==> config.mk <==
export PLATFORM = sky130hd
export DESIGN_NAME = plar_ctrl
export DESIGN_NICKNAME = d
export VERILOG_FILES = /design/src/plar_pkg.sv /design/src/plar_ctrl.sv
export SDC_FILE = /design/constraint.sdc
export NUM_CORES = 1
export LEC_CHECK = 0
export BUFFER_PORTS_ARGS = -buffer_cell sky130_fd_sc_hd__buf_2
export CAP_MARGIN = 0
export CORE_AREA = 2 2 44 46
export CTS_BUF_LIST = sky130_fd_sc_hd__clkbuf_8
export DETAILED_ROUTE_END_ITERATION = 10
export DIE_AREA = 0 0 46 48
export GPL_ROUTABILITY_DRIVEN = 0
export PLACE_DENSITY = 0.85
export SYNTH_ARGS = -nofsm -noshare
export SYNTH_HDL_FRONTEND = slang
export SYNTH_SLANG_ARGS = --single-unit
==> constraint.sdc <==
create_clock -name clock -period 3.6 [get_ports clock]
set_input_delay 0.18 -clock clock [delete_from_list [all_inputs] [get_ports clock]]
set_output_delay 0.18 -clock clock [all_outputs]
set_load 0.03 [all_outputs]
==> src/plar_pkg.sv <==
// ----------------------------------------------------------------------------
// plar_pkg
// shared types, constants and command/status structs of the resampler
// ----------------------------------------------------------------------------
package plar_pkg;

   localparam int MAX_POINTS   = 8192;
   localparam int MAX_PER_ITEM = 64;

   localparam int CNT_W  = $clog2(MAX_POINTS);
   localparam int K_W    = $clog2(MAX_PER_ITEM + 1);
   localparam int STEP_W = 6;

   localparam logic [31:0]      SPACING_RESET = 32'd65536;
   localparam logic [CNT_W-1:0] CNT_LIMIT     = CNT_W'(MAX_POINTS - 1);
   localparam logic [CNT_W-1:0] CNT_ONE       = CNT_W'(1);
   localparam logic [K_W-1:0]   CAP_MID       = K_W'(MAX_PER_ITEM);
   localparam logic [K_W-1:0]   CAP_LAST      = K_W'(MAX_PER_ITEM - 1);
   localparam logic [47:0]      LEN_MAX       = '1;

   localparam logic [STEP_W-1:0] SQRT_STEPS     = STEP_W'(33);
   localparam logic [STEP_W-1:0] DIV_INT_STEPS  = STEP_W'(35);
   localparam logic [STEP_W-1:0] DIV_FRAC_STEPS = STEP_W'(32);

   typedef struct packed {
      logic signed [31:0] px;
      logic signed [31:0] py;
      logic signed [31:0] pz;
      logic               last_vertex;
   } req_payload_type;

   typedef struct packed {
      logic signed [31:0] qx;
      logic signed [31:0] qy;
      logic signed [31:0] qz;
      logic               run_end;
      logic               line_done;
      logic [47:0]        total_length;
      logic               overflow;
      logic               truncated;
   } rsp_payload_type;

   typedef enum logic [1:0] {
      AX_X,
      AX_Y,
      AX_Z
   } axis_type;

   typedef enum logic [1:0] {
      OUT_FIRST,
      OUT_POINT,
      OUT_END
   } out_kind_type;

   typedef struct packed {
      logic         capture;
      logic         first_init;
      logic         diff_load;
      logic         mul_en;
      logic         mul_interp;
      axis_type     mul_axis;
      logic         acc_clear;
      logic         acc_add;
      logic         wr_en;
      axis_type     wr_axis;
      logic         sqrt_start;
      logic         seg_load;
      logic         sum_load;
      logic         div_start;
      logic         quot_load;
      logic         step_load;
      logic         fact_start;
      logic         fact_sat;
      logic         fact_load;
      logic         out_load;
      out_kind_type out_kind;
      logic         line_clear;
   } plar_cmd_type;

   typedef struct packed {
      logic expect_first;
      logic last;
      logic sqrt_done;
      logic div_done;
      logic fact_direct;
      logic more_points;
   } plar_status_type;

endpackage

==> src/plar_ctrl.sv <==
// ----------------------------------------------------------------------------
// plar_ctrl
// sequencer for one vertex: length, point count, per-point interpolation
// ----------------------------------------------------------------------------
module plar_ctrl (
   input  logic                      clock,
   input  logic                      reset,
   input  logic                      req_valid,
   output logic                      req_stall,
   output logic                      rsp_valid,
   input  logic                      rsp_stall,
   output plar_pkg::plar_cmd_type    cmd,
   input  plar_pkg::plar_status_type status
);
   import plar_pkg::*;

   typedef enum logic [4:0] {
      ST_IDLE,
      ST_FIRST,
      ST_DIFF,
      ST_SQ_X,
      ST_SQ_Y,
      ST_SQ_Z,
      ST_SQ_ACC,
      ST_SQRT_GO,
      ST_SQRT_WAIT,
      ST_SUM,
      ST_DIV_GO,
      ST_DIV_WAIT,
      ST_PT_CHECK,
      ST_FACT,
      ST_FACT_WAIT,
      ST_MUL_X,
      ST_MUL_Y,
      ST_MUL_Z,
      ST_WR_Z,
      ST_PT_EMIT,
      ST_END
   } state_type;

   state_type state_ff, state_in;
   logic      rsp_valid_ff, rsp_valid_in;
   logic      out_free;

   assign out_free  = !rsp_valid_ff || !rsp_stall;
   assign req_stall = state_ff != ST_IDLE;

   always_comb begin
      cmd      = '0;
      state_in = state_ff;
      unique case (state_ff)
         ST_IDLE: begin
            if (req_valid) begin
               cmd.capture = 1'b1;
               state_in    = status.expect_first ? ST_FIRST : ST_DIFF;
            end
         end
         ST_FIRST: begin
            if (out_free) begin
               cmd.out_load   = 1'b1;
               cmd.out_kind   = OUT_FIRST;
               cmd.first_init = 1'b1;
               state_in       = status.last ? ST_END : ST_IDLE;
            end
         end
         ST_DIFF: begin
            cmd.diff_load = 1'b1;
            state_in      = ST_SQ_X;
         end
         ST_SQ_X: begin
            cmd.mul_en   = 1'b1;
            cmd.mul_axis = AX_X;
            state_in     = ST_SQ_Y;
         end
         ST_SQ_Y: begin
            cmd.mul_en    = 1'b1;
            cmd.mul_axis  = AX_Y;
            cmd.acc_clear = 1'b1;
            state_in      = ST_SQ_Z;
         end
         ST_SQ_Z: begin
            cmd.mul_en   = 1'b1;
            cmd.mul_axis = AX_Z;
            cmd.acc_add  = 1'b1;
            state_in     = ST_SQ_ACC;
         end
         ST_SQ_ACC: begin
            cmd.acc_add = 1'b1;
            state_in    = ST_SQRT_GO;
         end
         ST_SQRT_GO: begin
            cmd.sqrt_start = 1'b1;
            state_in       = ST_SQRT_WAIT;
         end
         ST_SQRT_WAIT: begin
            if (status.sqrt_done) begin
               cmd.seg_load = 1'b1;
               state_in     = ST_SUM;
            end
         end
         ST_SUM: begin
            cmd.sum_load = 1'b1;
            state_in     = ST_DIV_GO;
         end
         ST_DIV_GO: begin
            cmd.div_start = 1'b1;
            state_in      = ST_DIV_WAIT;
         end
         ST_DIV_WAIT: begin
            if (status.div_done) begin
               cmd.quot_load = 1'b1;
               state_in      = ST_PT_CHECK;
            end
         end
         ST_PT_CHECK: begin
            if (status.more_points) begin
               cmd.step_load = 1'b1;
               state_in      = ST_FACT;
            end else begin
               state_in = status.last ? ST_END : ST_IDLE;
            end
         end
         ST_FACT: begin
            if (status.fact_direct) begin
               cmd.fact_sat = 1'b1;
               state_in     = ST_MUL_X;
            end else begin
               cmd.fact_start = 1'b1;
               state_in       = ST_FACT_WAIT;
            end
         end
         ST_FACT_WAIT: begin
            if (status.div_done) begin
               cmd.fact_load = 1'b1;
               state_in      = ST_MUL_X;
            end
         end
         ST_MUL_X: begin
            cmd.mul_en     = 1'b1;
            cmd.mul_interp = 1'b1;
            cmd.mul_axis   = AX_X;
            state_in       = ST_MUL_Y;
         end
         ST_MUL_Y: begin
            cmd.mul_en     = 1'b1;
            cmd.mul_interp = 1'b1;
            cmd.mul_axis   = AX_Y;
            cmd.wr_en      = 1'b1;
            cmd.wr_axis    = AX_X;
            state_in       = ST_MUL_Z;
         end
         ST_MUL_Z: begin
            cmd.mul_en     = 1'b1;
            cmd.mul_interp = 1'b1;
            cmd.mul_axis   = AX_Z;
            cmd.wr_en      = 1'b1;
            cmd.wr_axis    = AX_Y;
            state_in       = ST_WR_Z;
         end
         ST_WR_Z: begin
            cmd.wr_en   = 1'b1;
            cmd.wr_axis = AX_Z;
            state_in    = ST_PT_EMIT;
         end
         ST_PT_EMIT: begin
            if (out_free) begin
               cmd.out_load = 1'b1;
               cmd.out_kind = OUT_POINT;
               state_in     = ST_PT_CHECK;
            end
         end
         ST_END: begin
            if (out_free) begin
               cmd.out_load   = 1'b1;
               cmd.out_kind   = OUT_END;
               cmd.line_clear = 1'b1;
               state_in       = ST_IDLE;
            end
         end
         default: begin
            state_in = ST_IDLE;
         end
      endcase
   end

   always_comb begin
      if (cmd.out_load) begin
         rsp_valid_in = 1'b1;
      end else if (!rsp_stall) begin
         rsp_valid_in = 1'b0;
      end else begin
         rsp_valid_in = rsp_valid_ff;
      end
   end

   always_ff @(posedge clock) begin
      if (reset) begin
         state_ff     <= ST_IDLE;
         rsp_valid_ff <= 1'b0;
      end else begin
         state_ff     <= state_in;
         rsp_valid_ff <= rsp_valid_in;
      end
   end

   assign rsp_valid = rsp_valid_ff;

endmodule
# After elaboration in Yosys (flattened, before gate mapping)
# Index checks and enable logic that the tools add are counted.
dict set report op_classes {
  n_eq_ne 28
  n_reduce_logical 11
  muxes 43
}
# cell count
set op_table {}
lappend op_table {{5-bit case mux with 21 select lines} 1}
lappend op_table {{5-bit two-way mux} 9}
lappend op_table {{5-bit by 4-bit == test with 1-bit output, second input constant} 8}
lappend op_table {{5-bit == test, second input constant} 5}
lappend op_table {{1-bit two-way mux} 25}
lappend op_table {{5-bit by 3-bit == test with 1-bit output, second input constant} 4}
lappend op_table {{3-bit case mux with 3 select lines} 2}
lappend op_table {{2-bit != test, second input constant} 7}
lappend op_table {{5-bit by 2-bit == test with 1-bit output, second input constant} 2}
lappend op_table {{7-bit AND reduction} 1}
lappend op_table {{3-bit two-way mux} 2}
lappend op_table {{2-bit OR reduction} 3}
lappend op_table {{6-bit OR reduction} 1}
lappend op_table {{5-bit by 1-bit == test with 1-bit output, second input constant} 1}
lappend op_table {{5-bit zero test} 1}
lappend op_table {{5-bit nonzero test} 1}
lappend op_table {{2-bit two-way mux} 2}
lappend op_table {{4-bit two-way mux} 1}
lappend op_table {{2-bit case mux with 2 select lines} 1}
lappend op_table {{3-bit OR reduction} 1}
lappend op_table {{1-bit zero test} 2}
lappend op_table {{2-bit by 1-bit != test with 1-bit output, second input constant} 1}
lappend op_table {{1-bit logical OR} 1}
dict set report totals {
  in_bits 10
  word_cells 84
  register_bits 6
}

# Logic depth before layout (Yosys ltp)
dict set report depth {
  depth_word 5
  mapped_depth 7
}

# Worst setup path after synthesis
# No wires, ideal clock.
dict set report synth_path {
  path_type {register to output}
  startpoint {reg state_ff[3]}
  endpoint {out cmd[8] in the netlist's numbering}
  path_slack_ps 1557
  path_buffers 2
  t_arrival_ps 1863
  required_ps 3420
  stages_incl_launch_ff 5
  cell_sequence {dfxtp_1 > buf_2 > buf_1 > nand2_1 > nor4_1}
}
# item line_no
set synth_rtl {}
lappend synth_rtl {{start, declared} plar_ctrl.sv:41} ;# state_type state_ff, state_in;
lappend synth_rtl {{start signal, assigned} plar_ctrl.sv:201} ;# state_ff <= state_in;
lappend synth_rtl {{end, declared} plar_ctrl.sv:12} ;# output plar_pkg::plar_cmd_type cmd,

==> impl_metrics.py <==
metrics = {
    "global_route": {
        "grt_pass1_vias": 826,
        "grt_start_max_net_pins": 27,
        "antenna_found_initial": 0,
        "grt_pass1_wl_mm": 3.71,
        "grt_overflow_total": 0,
        "grt_usage_pct": 23.0,
    },
    "sta": {
        "fin_hold_ws_ns": 0.211,
        "slew_viol_final": 0,
        "rsz0062_at_grt": "false",
        "max_freq_ghz": 0.439,
        "period_minus_slack_ns": 2.28,
        "fin_skew_ns": 0.00726,
        "hold_viol": 0,
        "timing.final.crit_share_pct": 63.2,
        "setup_violations": 0,
        "worst_pin_slew_ns": 0.835,
        "finalWorstSetupSlack_ns": 1.32,
        "finalSetupTns_ns": 0,
        "maxSlewHeadroom_pct": 44.2,
    },
    "finish": {
        "syn_to_final_growth_pct": 20.6,
        "n_antenna_cell": 0,
        "fin_nets": 166,
        "layout-drive-gt1-share_pct": 29.2,
    },
    "critical_path": {
        "crit_path_start_kind": "flop",
        "r2r_slack_ns": 1.41,
        "r2r_cells": 5,
        "rr_endpoint": "state_ff[2]$_SDFFE_PP0P_",
        "cp.arrival_ns": 2.10,
        "crit_chain": "nand2b_1 -> nor3_1 -> buf_2",
        "r2r_start": "state_ff[2]$_SDFFE_PP0P_",
        "cp_num_buf_inv": 1,
        "crit_required_ns": 3.42,
        "path_max_fanout": 23,
        "critPathTopFamily": "flip-flops",
        "max_stage_delay_ns": 0.86,
        "crit_type": "reg -> out",
        "cp_slowest_cell": "dfxtp_1",
        "end_kind": "output port",
    },
    "floorplanning": {
        "ios": 37,
        "die_w_um": 46,
        "start_util_pct": 50.4,
        "num_rows": 15,
        "core-area_mm2": 0.00169,
        "dieArea_mm2": 0.00221,
        "die_h_um": 48,
    },
    "placement": {
        "dp_hpwl_mm": 1.78,
        "portBuffers": 36,
        "place_ws_ns": 1.48,
    },
    "power": {
        "p_per_area_mw_per_mm2": 890,
        "finalPower_uw": 914,
        "max-vdd-ir-drop_mv": 0.443,
        "p_leak_uw": 0.000477,
    },
    "worst_hold_path": {
        "worstHoldStart": "reset",
        "hold_path_class": "in -> reg",
        "min_to": "rsp_valid$_SDFFE_PP0P_",
        "hold-path-cell-count": 2,
    },
    "clock_tree": {
        "cts_resized": 0,
        "cts_buffers": 3,
        "insertion_delay_ns": 0.23,
        "postCtsSetupBuffers": 0,
        "cts_htree_levels": 1,
        "cts.sinks": 6,
        "clock-root-buffer": "clkbuf_8",
        "cts_tree": "built",
        "cts_buffer_depth": 2,
        "clkTransAtPathRegs_ns": 0.04,
        "hold_buffers": 0,
    },
    "drt": {
        "vias_per_cell": 6.18,
        "wl_per_cell_um": 14.6,
        "top_layer": "met4",
        "first_iter_violations": 32,
        "met2_wirelength_mm": 1.31,
        "routed_wl_mm": 2.50,
        "remaining_drc_errors": 0,
        "dr.pass1.iters": 4,
        "wl_met3_um": 131,
        "met1_length_mm": 1.03,
        "num_vias": 1056,
        "ant_nets": 0,
    },
    "synth": {
        "synth-edff-count": 0,
        "synthTopCellsByArea": "dfxtp_1, nor3_1, nor2_1",
        "synth_largest_area_cell": "dfxtp_1",
        "synth_warnings": 0,
        "avgSynthCellArea_um2": 6.61,
        "yosys.area.top_type_share_pct": 14.1,
        "synthCells": 129,
        "syn-cell-area_um2": 852,
        "ys_seq_area_share_pct": 14.1,
        "ys_ff_latch": 6,
        "synth_nets": 139,
        "synth_top_flop_cell": "dfxtp_1",
        "yosysUniqueCellTypes": 42,
        "async_flop_share_pct": 0,
    },
    "run": {
        "max-cap-violations": 0,
    },
    "outcome": {
        "run_status": "complete, no violations",
    },
}
-- metrics by stage --
| step | cell area [um^2] | util (%) | instances |
|---|---|---|---|
| global route | 1030 | 60.8 | 171 |
| detailed placement | 986 | 58.4 | 168 |
| finish | 1030 | 60.8 | 171 |
| CTS | 1030 | 60.8 | 171 |
| floorplan | 852 | - | 129 |
| global placement | 986 | 58.4 | 168 |
-- power by group --
group / total, uW / internal, uW / switching [uW]
Sequential: 209 / 89.4 / 119
Combinational: 603 / 235 / 368
Clock: 102 / 72.0 / 30.4
-- worst max-delay path by stage --
stage / end / slack, ns / depth (start not counted) / start
floorplan: cmd[8] / 1.56 / 4 / state_ff[3]$_SDFFE_PP0P_
global placement: state_ff[4]$_SDFFE_PP0P_ / 1.57 / 5 / state_ff[4]$_SDFFE_PP0P_
detailed placement: state_ff[3]$_SDFFE_PP0P_ / 1.48 / 5 / state_ff[4]$_SDFFE_PP0P_
CTS: cmd[5] / 1.36 / 3 / state_ff[2]$_SDFFE_PP0P_
global route: cmd[5] / 1.24 / 3 / state_ff[2]$_SDFFE_PP0P_
finish: cmd[5] / 1.32 / 3 / state_ff[2]$_SDFFE_PP0P_
-- synthesized netlist by cell type (2+ instances only) --
cell type / instances
a211oi_1: 2
a21o_1: 2
a21oi_1: 9
a22oi_1: 2
and3_1: 3
buf_2: 6
buf_4: 2
clkbuf_1: 5
dfxtp_1: 6
nand2_1: 12
nand2b_1: 6
nand3b_1: 3
nor2_1: 16
nor2b_1: 5
nor3_1: 15
nor3b_1: 2
o21ai_0: 4
o21bai_1: 4
xor2_1: 2
-- cell type report --
class / count / area [um^2]
clock buffers: 3 / 41.3
fillers: 149 / 662
inverters: 2 / 7.51
multi-input cells: 107 / 657
flip-flops and latches: 6 / 120
well taps: 17 / 21.3
repair buffers: 36 / 180
-- sequential cells by signal, indices dropped and copies added, names as in the netlist --
register   count
state_ff       5
rsp_valid      1
-- per-layer routing --
| layer | global-route usage, % | vias up |
|---|---|---|
| met5 | 0 | - |
| met4 | 7.43 | 0 |
| met3 | 4.15 | 4 |
| met2 | 36.9 | 37 |
| met1 | 31.1 | 505 |
| li1 | - | 510 |
-- placed cells by master (no fill, tap or decap), drive strengths merged --
cell and instances:
nor4 1, nand3b 3, o221ai 1, inv 2, mux2i 1, nor2b 5
buf 36, or2 1, dfxtp 6, or3 2, a22oi 3, nor2 16
nand2b 6, and2 2, o22ai 1, xor2 2, a221oi 1, nand2 12
nor4b 1, a221o 1, o32a 1, o21ai 4, nor3 16, nor3b 2
a211oi 2, a31oi 1, o21bai 4, a21o 2, a21oi 9, nor4bb 1
and3 3, nand4b 1, clkbuf 3, or3b 2
-- logic make-up after synthesis --
group	Yosys count	share of synthesized area, %
buffers and inverters	16	8.81
AND/OR/NAND/NOR	74	48.0
AO/OA/AOI/OAI	30	25.8
flip-flops	6	14.1
multiplexers	1	1.17
XOR/XNOR	2	2.06
(Power assumes the default switching activity.)
